**config.mk**
```make
export PLATFORM = sky130hd
export DESIGN_NAME = rgb_to_hsv_converter_unit
export DESIGN_NICKNAME = d
export VERILOG_FILES = /design/src/sv/rhsv_pkg.sv /design/src/sv/rhsv_prep.sv /design/src/sv/rhsv_div_stage.sv /design/src/sv/rgb_to_hsv_converter_unit.sv
export SDC_FILE = /design/constraint.sdc
export NUM_CORES = 1
export LEC_CHECK = 0
export ABC_AREA = 1
export BUFFER_PORTS_ARGS = -buffer_cell sky130_fd_sc_hd__buf_2
export CAP_MARGIN = 20
export CELL_PAD_IN_SITES_DETAIL_PLACEMENT = 1
export CELL_PAD_IN_SITES_GLOBAL_PLACEMENT = 2
export CORE_MARGIN = 5
export CORE_UTILIZATION = 43
export DETAILED_ROUTE_END_ITERATION = 8
export PLACE_DENSITY = 0.95
export RECOVER_POWER = 100
export SLEW_MARGIN = 10
export SYNTH_ARGS = -nofsm -noshare
export SYNTH_HDL_FRONTEND = slang
export SYNTH_HIERARCHICAL = 1
export SYNTH_SLANG_ARGS = --single-unit
```
**constraint.sdc**
```tcl
create_clock -name clk_i -period 12.5 [get_ports clk_i]
set_clock_uncertainty 0.05 [all_clocks]
set_input_delay 1.875 -clock clk_i [delete_from_list [all_inputs] [get_ports clk_i]]
set_output_delay 1.875 -clock clk_i [all_outputs]
set_load 0.02 [all_outputs]
```
**src/sv/rhsv_pkg.sv**
```systemverilog
package rhsv_pkg;

  // Field widths of the pixel and the result.
  localparam int unsigned ChW     = 8;
  localparam int unsigned HueW    = 15;
  localparam int unsigned SatW    = 16;
  localparam int unsigned HueIntW = 9;   // whole degrees stay below 512
  localparam int unsigned NumW    = 17;  // hue numerator stays below 360 * 255

  // Default number of fraction bits of the hue.
  localparam int unsigned HueFracBitsDef = 6;

  // Saturation is delta / max scaled to Q1.15.
  localparam int unsigned SatFracBits = 15;

  // Degree constants of the hue sectors.
  localparam int unsigned DegSector = 60;
  localparam int unsigned DegGreen  = 120;
  localparam int unsigned DegBlue   = 240;
  localparam int unsigned DegFull   = 360;

  // Quotient bits resolved by one divider stage.
  localparam int unsigned StepsPerStage = 4;

  // Which channel is the maximum, and whether the red sector wraps.
  typedef enum logic [1:0] {
    SecRed   = 2'd0,
    SecGreen = 2'd1,
    SecBlue  = 2'd2,
    SecWrap  = 2'd3
  } sector_e;

  typedef struct packed {
    logic [ChW-1:0] red;
    logic [ChW-1:0] green;
    logic [ChW-1:0] blue;
  } rhsv_pixel_t;

  typedef struct packed {
    logic [HueW-1:0] hue;
    logic [SatW-1:0] saturation;
    logic [ChW-1:0]  brightness;
  } rhsv_hsv_t;

  // Values that ride along the divider pipeline.
  typedef struct packed {
    logic           gray;
    logic [ChW-1:0] delta;
    logic [ChW-1:0] maxv;
  } rhsv_side_t;

  // Quotient bits of both divisions, rounded up to whole divider stages.
  function automatic int unsigned div_steps(input int unsigned frac_bits);
    int unsigned need;
    need = HueIntW + frac_bits;
    if (need < SatW) begin
      need = SatW;
    end
    return ((need + StepsPerStage - 1) / StepsPerStage) * StepsPerStage;
  endfunction

endpackage

```
**src/sv/rhsv_prep.sv**
```systemverilog
module rhsv_prep #(
  parameter int unsigned HUE_FRAC_BITS = rhsv_pkg::HueFracBitsDef,
  parameter int unsigned NUM_STEPS     = rhsv_pkg::div_steps(HUE_FRAC_BITS)
) (
  input  logic                         clk_i,
  input  logic                         rst_ni,
  input  logic                         valid_i,
  output logic                         stall_o,
  input  rhsv_pkg::rhsv_pixel_t        pix_i,
  output logic                         valid_o,
  input  logic                         stall_i,
  output logic [NUM_STEPS+7:0]         hue_acc_o,
  output logic [NUM_STEPS+7:0]         sat_acc_o,
  output rhsv_pkg::rhsv_side_t         side_o
);

  localparam int unsigned AccW = NUM_STEPS + rhsv_pkg::ChW;

  // First stage registers: extremes, sector and channel difference.
  logic                       a_valid_q;
  logic [rhsv_pkg::ChW-1:0]   a_max_q, a_max_d;
  logic [rhsv_pkg::ChW-1:0]   a_delta_q, a_delta_d;
  logic [rhsv_pkg::ChW-1:0]   a_diff_q, a_diff_d;
  logic                       a_neg_q, a_neg_d;
  logic                       a_gray_q, a_gray_d;
  rhsv_pkg::sector_e          a_sec_q, a_sec_d;

  // Second stage registers: dividends ready for the divider.
  logic                       b_valid_q;
  logic [AccW-1:0]            b_hue_q, b_hue_d;
  logic [AccW-1:0]            b_sat_q, b_sat_d;
  rhsv_pkg::rhsv_side_t       b_side_q;

  logic                       a_stall, b_stall;
  logic [rhsv_pkg::ChW-1:0]   mn;
  logic [rhsv_pkg::NumW-1:0]  base, offs, num;

  // A stage holds only when it has a beat and the next stage holds.
  assign b_stall = b_valid_q && stall_i;
  assign a_stall = a_valid_q && b_stall;
  assign stall_o = a_stall;

  // Maximum with ties to red then green, and the signed channel difference.
  always_comb begin
    a_gray_d = (pix_i.red == pix_i.green) && (pix_i.green == pix_i.blue);
    if (pix_i.red >= pix_i.green && pix_i.red >= pix_i.blue) begin
      a_max_d = pix_i.red;
      a_neg_d = pix_i.green < pix_i.blue;
      a_diff_d = a_neg_d ? pix_i.blue - pix_i.green : pix_i.green - pix_i.blue;
      a_sec_d = a_neg_d ? rhsv_pkg::SecWrap : rhsv_pkg::SecRed;
    end else if (pix_i.green >= pix_i.blue) begin
      a_max_d = pix_i.green;
      a_neg_d = pix_i.blue < pix_i.red;
      a_diff_d = a_neg_d ? pix_i.red - pix_i.blue : pix_i.blue - pix_i.red;
      a_sec_d = rhsv_pkg::SecGreen;
    end else begin
      a_max_d = pix_i.blue;
      a_neg_d = pix_i.red < pix_i.green;
      a_diff_d = a_neg_d ? pix_i.green - pix_i.red : pix_i.red - pix_i.green;
      a_sec_d = rhsv_pkg::SecBlue;
    end
    mn = pix_i.red;
    if (pix_i.green < mn) begin
      mn = pix_i.green;
    end
    if (pix_i.blue < mn) begin
      mn = pix_i.blue;
    end
    a_delta_d = a_max_d - mn;
  end

  // Hue numerator: sector offset times delta, plus or minus 60 times the difference.
  always_comb begin
    case (a_sec_q)
      rhsv_pkg::SecGreen: base = rhsv_pkg::NumW'(a_delta_q) * rhsv_pkg::NumW'(rhsv_pkg::DegGreen);
      rhsv_pkg::SecBlue:  base = rhsv_pkg::NumW'(a_delta_q) * rhsv_pkg::NumW'(rhsv_pkg::DegBlue);
      rhsv_pkg::SecWrap:  base = rhsv_pkg::NumW'(a_delta_q) * rhsv_pkg::NumW'(rhsv_pkg::DegFull);
      default:            base = '0;
    endcase
    offs = rhsv_pkg::NumW'(a_diff_q) * rhsv_pkg::NumW'(rhsv_pkg::DegSector);
    num = a_neg_q ? base - offs : base + offs;
    b_hue_d = AccW'(num) << HUE_FRAC_BITS;
    b_sat_d = AccW'(a_delta_q) << rhsv_pkg::SatFracBits;
  end

  // Valid bits of both stages.
  always_ff @(posedge clk_i or negedge rst_ni) begin
    if (!rst_ni) begin
      a_valid_q <= 1'b0;
      b_valid_q <= 1'b0;
    end else begin
      if (!a_stall) begin
        a_valid_q <= valid_i;
      end
      if (!b_stall) begin
        b_valid_q <= a_valid_q;
      end
    end
  end

  // Payload of the first stage.
  always_ff @(posedge clk_i) begin
    if (!a_stall && valid_i) begin
      a_max_q   <= a_max_d;
      a_delta_q <= a_delta_d;
      a_diff_q  <= a_diff_d;
      a_neg_q   <= a_neg_d;
      a_gray_q  <= a_gray_d;
      a_sec_q   <= a_sec_d;
    end
  end

  // Payload of the second stage.
  always_ff @(posedge clk_i) begin
    if (!b_stall && a_valid_q) begin
      b_hue_q        <= b_hue_d;
      b_sat_q        <= b_sat_d;
      b_side_q.gray  <= a_gray_q;
      b_side_q.delta <= a_delta_q;
      b_side_q.maxv  <= a_max_q;
    end
  end

  assign valid_o   = b_valid_q;
  assign hue_acc_o = b_hue_q;
  assign sat_acc_o = b_sat_q;
  assign side_o    = b_side_q;

endmodule

```
**src/sv/rhsv_div_stage.sv**
```systemverilog
module rhsv_div_stage #(
  parameter int unsigned NUM_STEPS = rhsv_pkg::div_steps(rhsv_pkg::HueFracBitsDef)
) (
  input  logic                     clk_i,
  input  logic                     rst_ni,
  input  logic                     valid_i,
  output logic                     stall_o,
  input  logic [NUM_STEPS+7:0]     hue_acc_i,
  input  logic [NUM_STEPS+7:0]     sat_acc_i,
  input  rhsv_pkg::rhsv_side_t     side_i,
  output logic                     valid_o,
  input  logic                     stall_i,
  output logic [NUM_STEPS+7:0]     hue_acc_o,
  output logic [NUM_STEPS+7:0]     sat_acc_o,
  output rhsv_pkg::rhsv_side_t     side_o
);

  localparam int unsigned AccW = NUM_STEPS + rhsv_pkg::ChW;

  logic                  valid_q;
  logic [AccW-1:0]       hue_q, hue_d;
  logic [AccW-1:0]       sat_q, sat_d;
  rhsv_pkg::rhsv_side_t  side_q;

  // StepsPerStage restoring division steps. The accumulator holds the partial
  // remainder on top and the dividend bits still to come below; quotient
  // bits shift in at the bottom.
  function automatic logic [AccW-1:0] div_steps_f(input logic [AccW-1:0] acc,
                                                  input logic [rhsv_pkg::ChW-1:0] dv);
    logic [AccW-1:0]           a;
    logic [rhsv_pkg::ChW:0]    t;
    logic [rhsv_pkg::ChW:0]    diff;
    a = acc;
    for (int k = 0; k < int'(rhsv_pkg::StepsPerStage); k++) begin
      t = a[AccW-1:NUM_STEPS-1];
      diff = t - {1'b0, dv};
      if (t >= {1'b0, dv}) begin
        a = {diff[rhsv_pkg::ChW-1:0], a[NUM_STEPS-2:0], 1'b1};
      end else begin
        a = {a[AccW-2:0], 1'b0};
      end
    end
    return a;
  endfunction

  assign stall_o = valid_q && stall_i;

  // Hue divides by delta, saturation by the maximum.
  always_comb begin
    hue_d = div_steps_f(hue_acc_i, side_i.delta);
    sat_d = div_steps_f(sat_acc_i, side_i.maxv);
  end

  always_ff @(posedge clk_i or negedge rst_ni) begin
    if (!rst_ni) begin
      valid_q <= 1'b0;
    end else if (!stall_o) begin
      valid_q <= valid_i;
    end
  end

  always_ff @(posedge clk_i) begin
    if (!stall_o && valid_i) begin
      hue_q  <= hue_d;
      sat_q  <= sat_d;
      side_q <= side_i;
    end
  end

  assign valid_o   = valid_q;
  assign hue_acc_o = hue_q;
  assign sat_acc_o = sat_q;
  assign side_o    = side_q;

endmodule

```
**src/sv/rgb_to_hsv_converter_unit.sv**
```systemverilog
// RGB to HSV converter, one pixel per beat.
//
// Input channel: in_valid_i / in_stall_o with one RGB pixel of 8-bit channels in in_data_i.
// Output channel: out_valid_o / out_stall_i with hue (degrees, Q9.6 by default),
// saturation (Q1.15) and brightness (the largest channel) in out_data_o.
// A beat moves on a rising edge with valid high and stall low.
//
// The front end first finds the maximum, minimum, sector and channel difference,
// then the hue numerator and dividends; the two divisions then run side by
// side through a chain of restoring divider stages, four quotient bits each.
// The block takes one pixel per cycle while the receiver does not stall.
//
// Reset clears all valid bits; the pipeline comes up empty and accepts at once.
// When the receiver stalls, the held result stays on the port and each stage
// behind it keeps filling until it holds a beat of its own; in_stall_o rises
// only once every stage is full.
module rgb_to_hsv_converter_unit #(
  parameter int unsigned HUE_FRAC_BITS = rhsv_pkg::HueFracBitsDef
) (
  input  logic                   clk_i,
  input  logic                   rst_ni,
  input  logic                   in_valid_i,
  output logic                   in_stall_o,
  input  rhsv_pkg::rhsv_pixel_t  in_data_i,
  output logic                   out_valid_o,
  input  logic                   out_stall_i,
  output rhsv_pkg::rhsv_hsv_t    out_data_o
);

  localparam int unsigned NumSteps  = rhsv_pkg::div_steps(HUE_FRAC_BITS);
  localparam int unsigned NumStages = NumSteps / rhsv_pkg::StepsPerStage;
  localparam int unsigned AccW      = NumSteps + rhsv_pkg::ChW;

  // Links between stages; index 0 is the output of the front end.
  logic                  vld [NumStages+1];
  logic                  stl [NumStages+1];
  logic [AccW-1:0]       hacc [NumStages+1];
  logic [AccW-1:0]       sacc [NumStages+1];
  rhsv_pkg::rhsv_side_t  side [NumStages+1];

  rhsv_prep #(
    .HUE_FRAC_BITS (HUE_FRAC_BITS),
    .NUM_STEPS     (NumSteps)
  ) u_prep (
    .clk_i     (clk_i),
    .rst_ni    (rst_ni),
    .valid_i   (in_valid_i),
    .stall_o   (in_stall_o),
    .pix_i     (in_data_i),
    .valid_o   (vld[0]),
    .stall_i   (stl[0]),
    .hue_acc_o (hacc[0]),
    .sat_acc_o (sacc[0]),
    .side_o    (side[0])
  );

  // Divider chain.
  for (genvar s = 0; s < NumStages; s++) begin : g_div
    rhsv_div_stage #(
      .NUM_STEPS (NumSteps)
    ) u_div (
      .clk_i     (clk_i),
      .rst_ni    (rst_ni),
      .valid_i   (vld[s]),
      .stall_o   (stl[s]),
      .hue_acc_i (hacc[s]),
      .sat_acc_i (sacc[s]),
      .side_i    (side[s]),
      .valid_o   (vld[s+1]),
      .stall_i   (stl[s+1]),
      .hue_acc_o (hacc[s+1]),
      .sat_acc_o (sacc[s+1]),
      .side_o    (side[s+1])
    );
  end

  assign stl[NumStages] = out_stall_i;
  assign out_valid_o    = vld[NumStages];

  // Quotients sit in the low accumulator bits; gray pixels give zero hue and saturation.
  always_comb begin
    out_data_o.hue        = side[NumStages].gray ? '0 : hacc[NumStages][rhsv_pkg::HueW-1:0];
    out_data_o.saturation = side[NumStages].gray ? '0 : sacc[NumStages][rhsv_pkg::SatW-1:0];
    out_data_o.brightness = side[NumStages].maxv;
  end

endmodule

```
==> impl_metrics.toml <==
[hold_path]
min_path_type = "reg2reg"

[setup_path]
crit_top_cell = "nand2_1"
start_kind = "flip-flop"
slowest_delay_ns = 0.77
crit_family = "simple AND/OR/NAND/NOR gates"
r2r_setup_slack_ns = 3.01
endpoint_kind = "flip-flop"
cp_data_arrival_time_ns = 9.75
path_class = "reg2reg"
slowest_stage = "nand3_1"
crit_fanout = 14
critPathBufInv = 5
required_ns = 12.76

[clock_tree]
ctsHoldBuffers = 0
post_cts_resized = 0
root_buffer = "clkbuf_16"
cts_setup_buffers = 0
cts.htree.levels = 2
cts_made_buffers = 38
cts_tree = "built"
cts_buffer_depth = 3
clk_pin_slew_ns = 0.06
clock_latency_ns = 0.57
cts.sinks = 298

[final_layout]
fillerInstances = 8956
finalNetCount = 4457
utilization = 0.461
layout-area-overhead-vs-synth_pct = 6.08
layout-drive-gt1-share = 0.0848
diodes = 0

[timing]
fin_crit_sh = 0.759
clock.fmax_ghz = 0.105
final_max_slew_viol_count = 249
slew_headroom = -1.92
rsz0062_at_grt = "no"
fin_crit_ns = 9.49
hold_viol = 0
setup_viol = 0
worst_pin_slew_ns = 4.38
fin_tns_setup_ns = 0

[run]
max_cap_viol_count = 5

[route]
antenna_left = 0
vias_per_cell = 5.24
drcViolationCount = 0
firstDrtPassIters = 5
vias = 25900
drt_iter0_drc = 1129
totalWireLength_um = 88000
wire_per_inst_um = 17.8

[global_routing]
first_global_vias = 27500
grt_max_degree = 65
grt_pass1_wl_um = 143000
grt_util_all_layers = 0.221
grt_antenna_before_repair = 1
grt-ovfl-total = 0

[placement]
hpwl_um = 71500
port_buffers = 68
place.gp.congestion = 0.874

[outcome]
violations = "capacitance limit, slew limit"
status = "finished, violations left"

[floorplanning]
core.rowCount = 98
die_w_um = 279
core_sq_um = 71700
ios = 69
die_y_um = 279
initial_utilization = 0.435
dieArea_sq_um = 78000

[logic_synthesis]
postSynthAreaPerCell_sq_um = 8.00
synth_cells = 3900
yosysWarnings = 6
netlist_area_sq_um = 31200
==> worst register-to-register path: cells and delay by family, from the launching register on <==
kind	cells	cell delay, ns
adders and majority gates	4	1.38
DFF	1	0.40
and+or+nand+nor	20	3.56
AOI/OAI and AO/OA	10	2.92
buffers and inverters	5	0.92
==> per-stage QoR <==
step           worst slack (ns)  instance area, sq um  std cells  hold slack, ns
4_1_cts                    4.86                 33500       4948           0.339
3_5_place_dp               4.88                 32300       4878           0.356
2_1_floorplan              6.23                 31300       3924           0.350
3_3_place_gp               5.07                 32300       4878           0.351
6_report                   3.01                 33100       4949           0.341
5_1_grt                    2.08                 33100       4949           0.364
==> final cells by class <==
| type | instances | area [sq um] | area share |
|---|---|---|---|
| multi-input combinational | 2899 | 19000 | 0.573 |
| sequential | 298 | 8920 | 0.270 |
| inverter | 657 | 2480 | 0.0751 |
| tap | 950 | 1190 | 0.0359 |
| clock buffer | 46 | 1010 | 0.0306 |
| timing repair buffer | 75 | 314 | 0.00949 |
| clock inverter | 24 | 224 | 0.00677 |
==> metal layers <==
layer	up-vias	global-route usage	share of wire
met4	0	0.0544	0.023
li1	13000	-	-
met2	389	0.396	0.49
met3	126	0.0221	0.032
met1	12400	0.289	0.46
met5	-	0	0
==> worst paths after layout <==
| check | startpoint | endpoint | cells after the start |
|---|---|---|---|
| min in group asynchronous | rst_ni | g_div[3].u_div/valid_o | 1 |
| max in group asynchronous | rst_ni | u_prep/valid_o | 1 |
| max | g_div[1].u_div/side_o[12] | g_div[2].u_div/hue_acc_o[17] | 39 |
| max reg2reg | g_div[1].u_div/side_o[12] | g_div[2].u_div/hue_acc_o[17] | 39 |
| min reg2reg | g_div[0].u_div/sat_acc_o[11] | g_div[1].u_div/sat_acc_o[15] | 0 |
| min | g_div[0].u_div/sat_acc_o[11] | g_div[1].u_div/sat_acc_o[15] | 0 |
==> registers in the layout, indices dropped and copies added, names as in the netlist, 4 cells and up <==
| name | cells |
|---|---|
| g_div.u_div/side_o | 60 |
| u_prep/a_max_q | 8 |
| g_div.u_div/valid_o | 4 |
| u_prep/side_o | 17 |
| g_div.u_div/hue_acc_o | 84 |
| u_prep/a_delta_q | 8 |
| u_prep/a_diff_q | 8 |
| u_prep/hue_acc_o | 15 |
| g_div.u_div/sat_acc_o | 88 |
==> cell usage in the layout, fill, tap and decap left out, types with 7 or more instances in the layout <==
cell type / n
nor4_1: 9
o211ai_1: 25
conb_1: 25
clkbuf_16: 39
a21oi_1: 239
nand3_1: 205
nand4_1: 48
a21oi_2: 11
xnor2_1: 63
edfxtp_1: 292
inv_2: 34
a221oi_1: 8
nand3_2: 29
nand2_1: 965
nor3_1: 23
o21bai_1: 12
nor2_4: 8
nand3b_1: 26
o221ai_1: 16
clkbuf_1: 55
o21ai_1: 23
nor2_2: 7
o21ai_2: 39
or2_2: 29
nand2_4: 9
a21o_1: 13
xor2_1: 114
nand3_4: 10
o21ai_0: 151
fa_1: 74
nand2_2: 54
inv_1: 613
buf_2: 26
nor2_1: 219
ha_1: 386
Power is not shown: default switching activity piles up to over one toggle a cycle in this logic, so the estimate is an artifact.
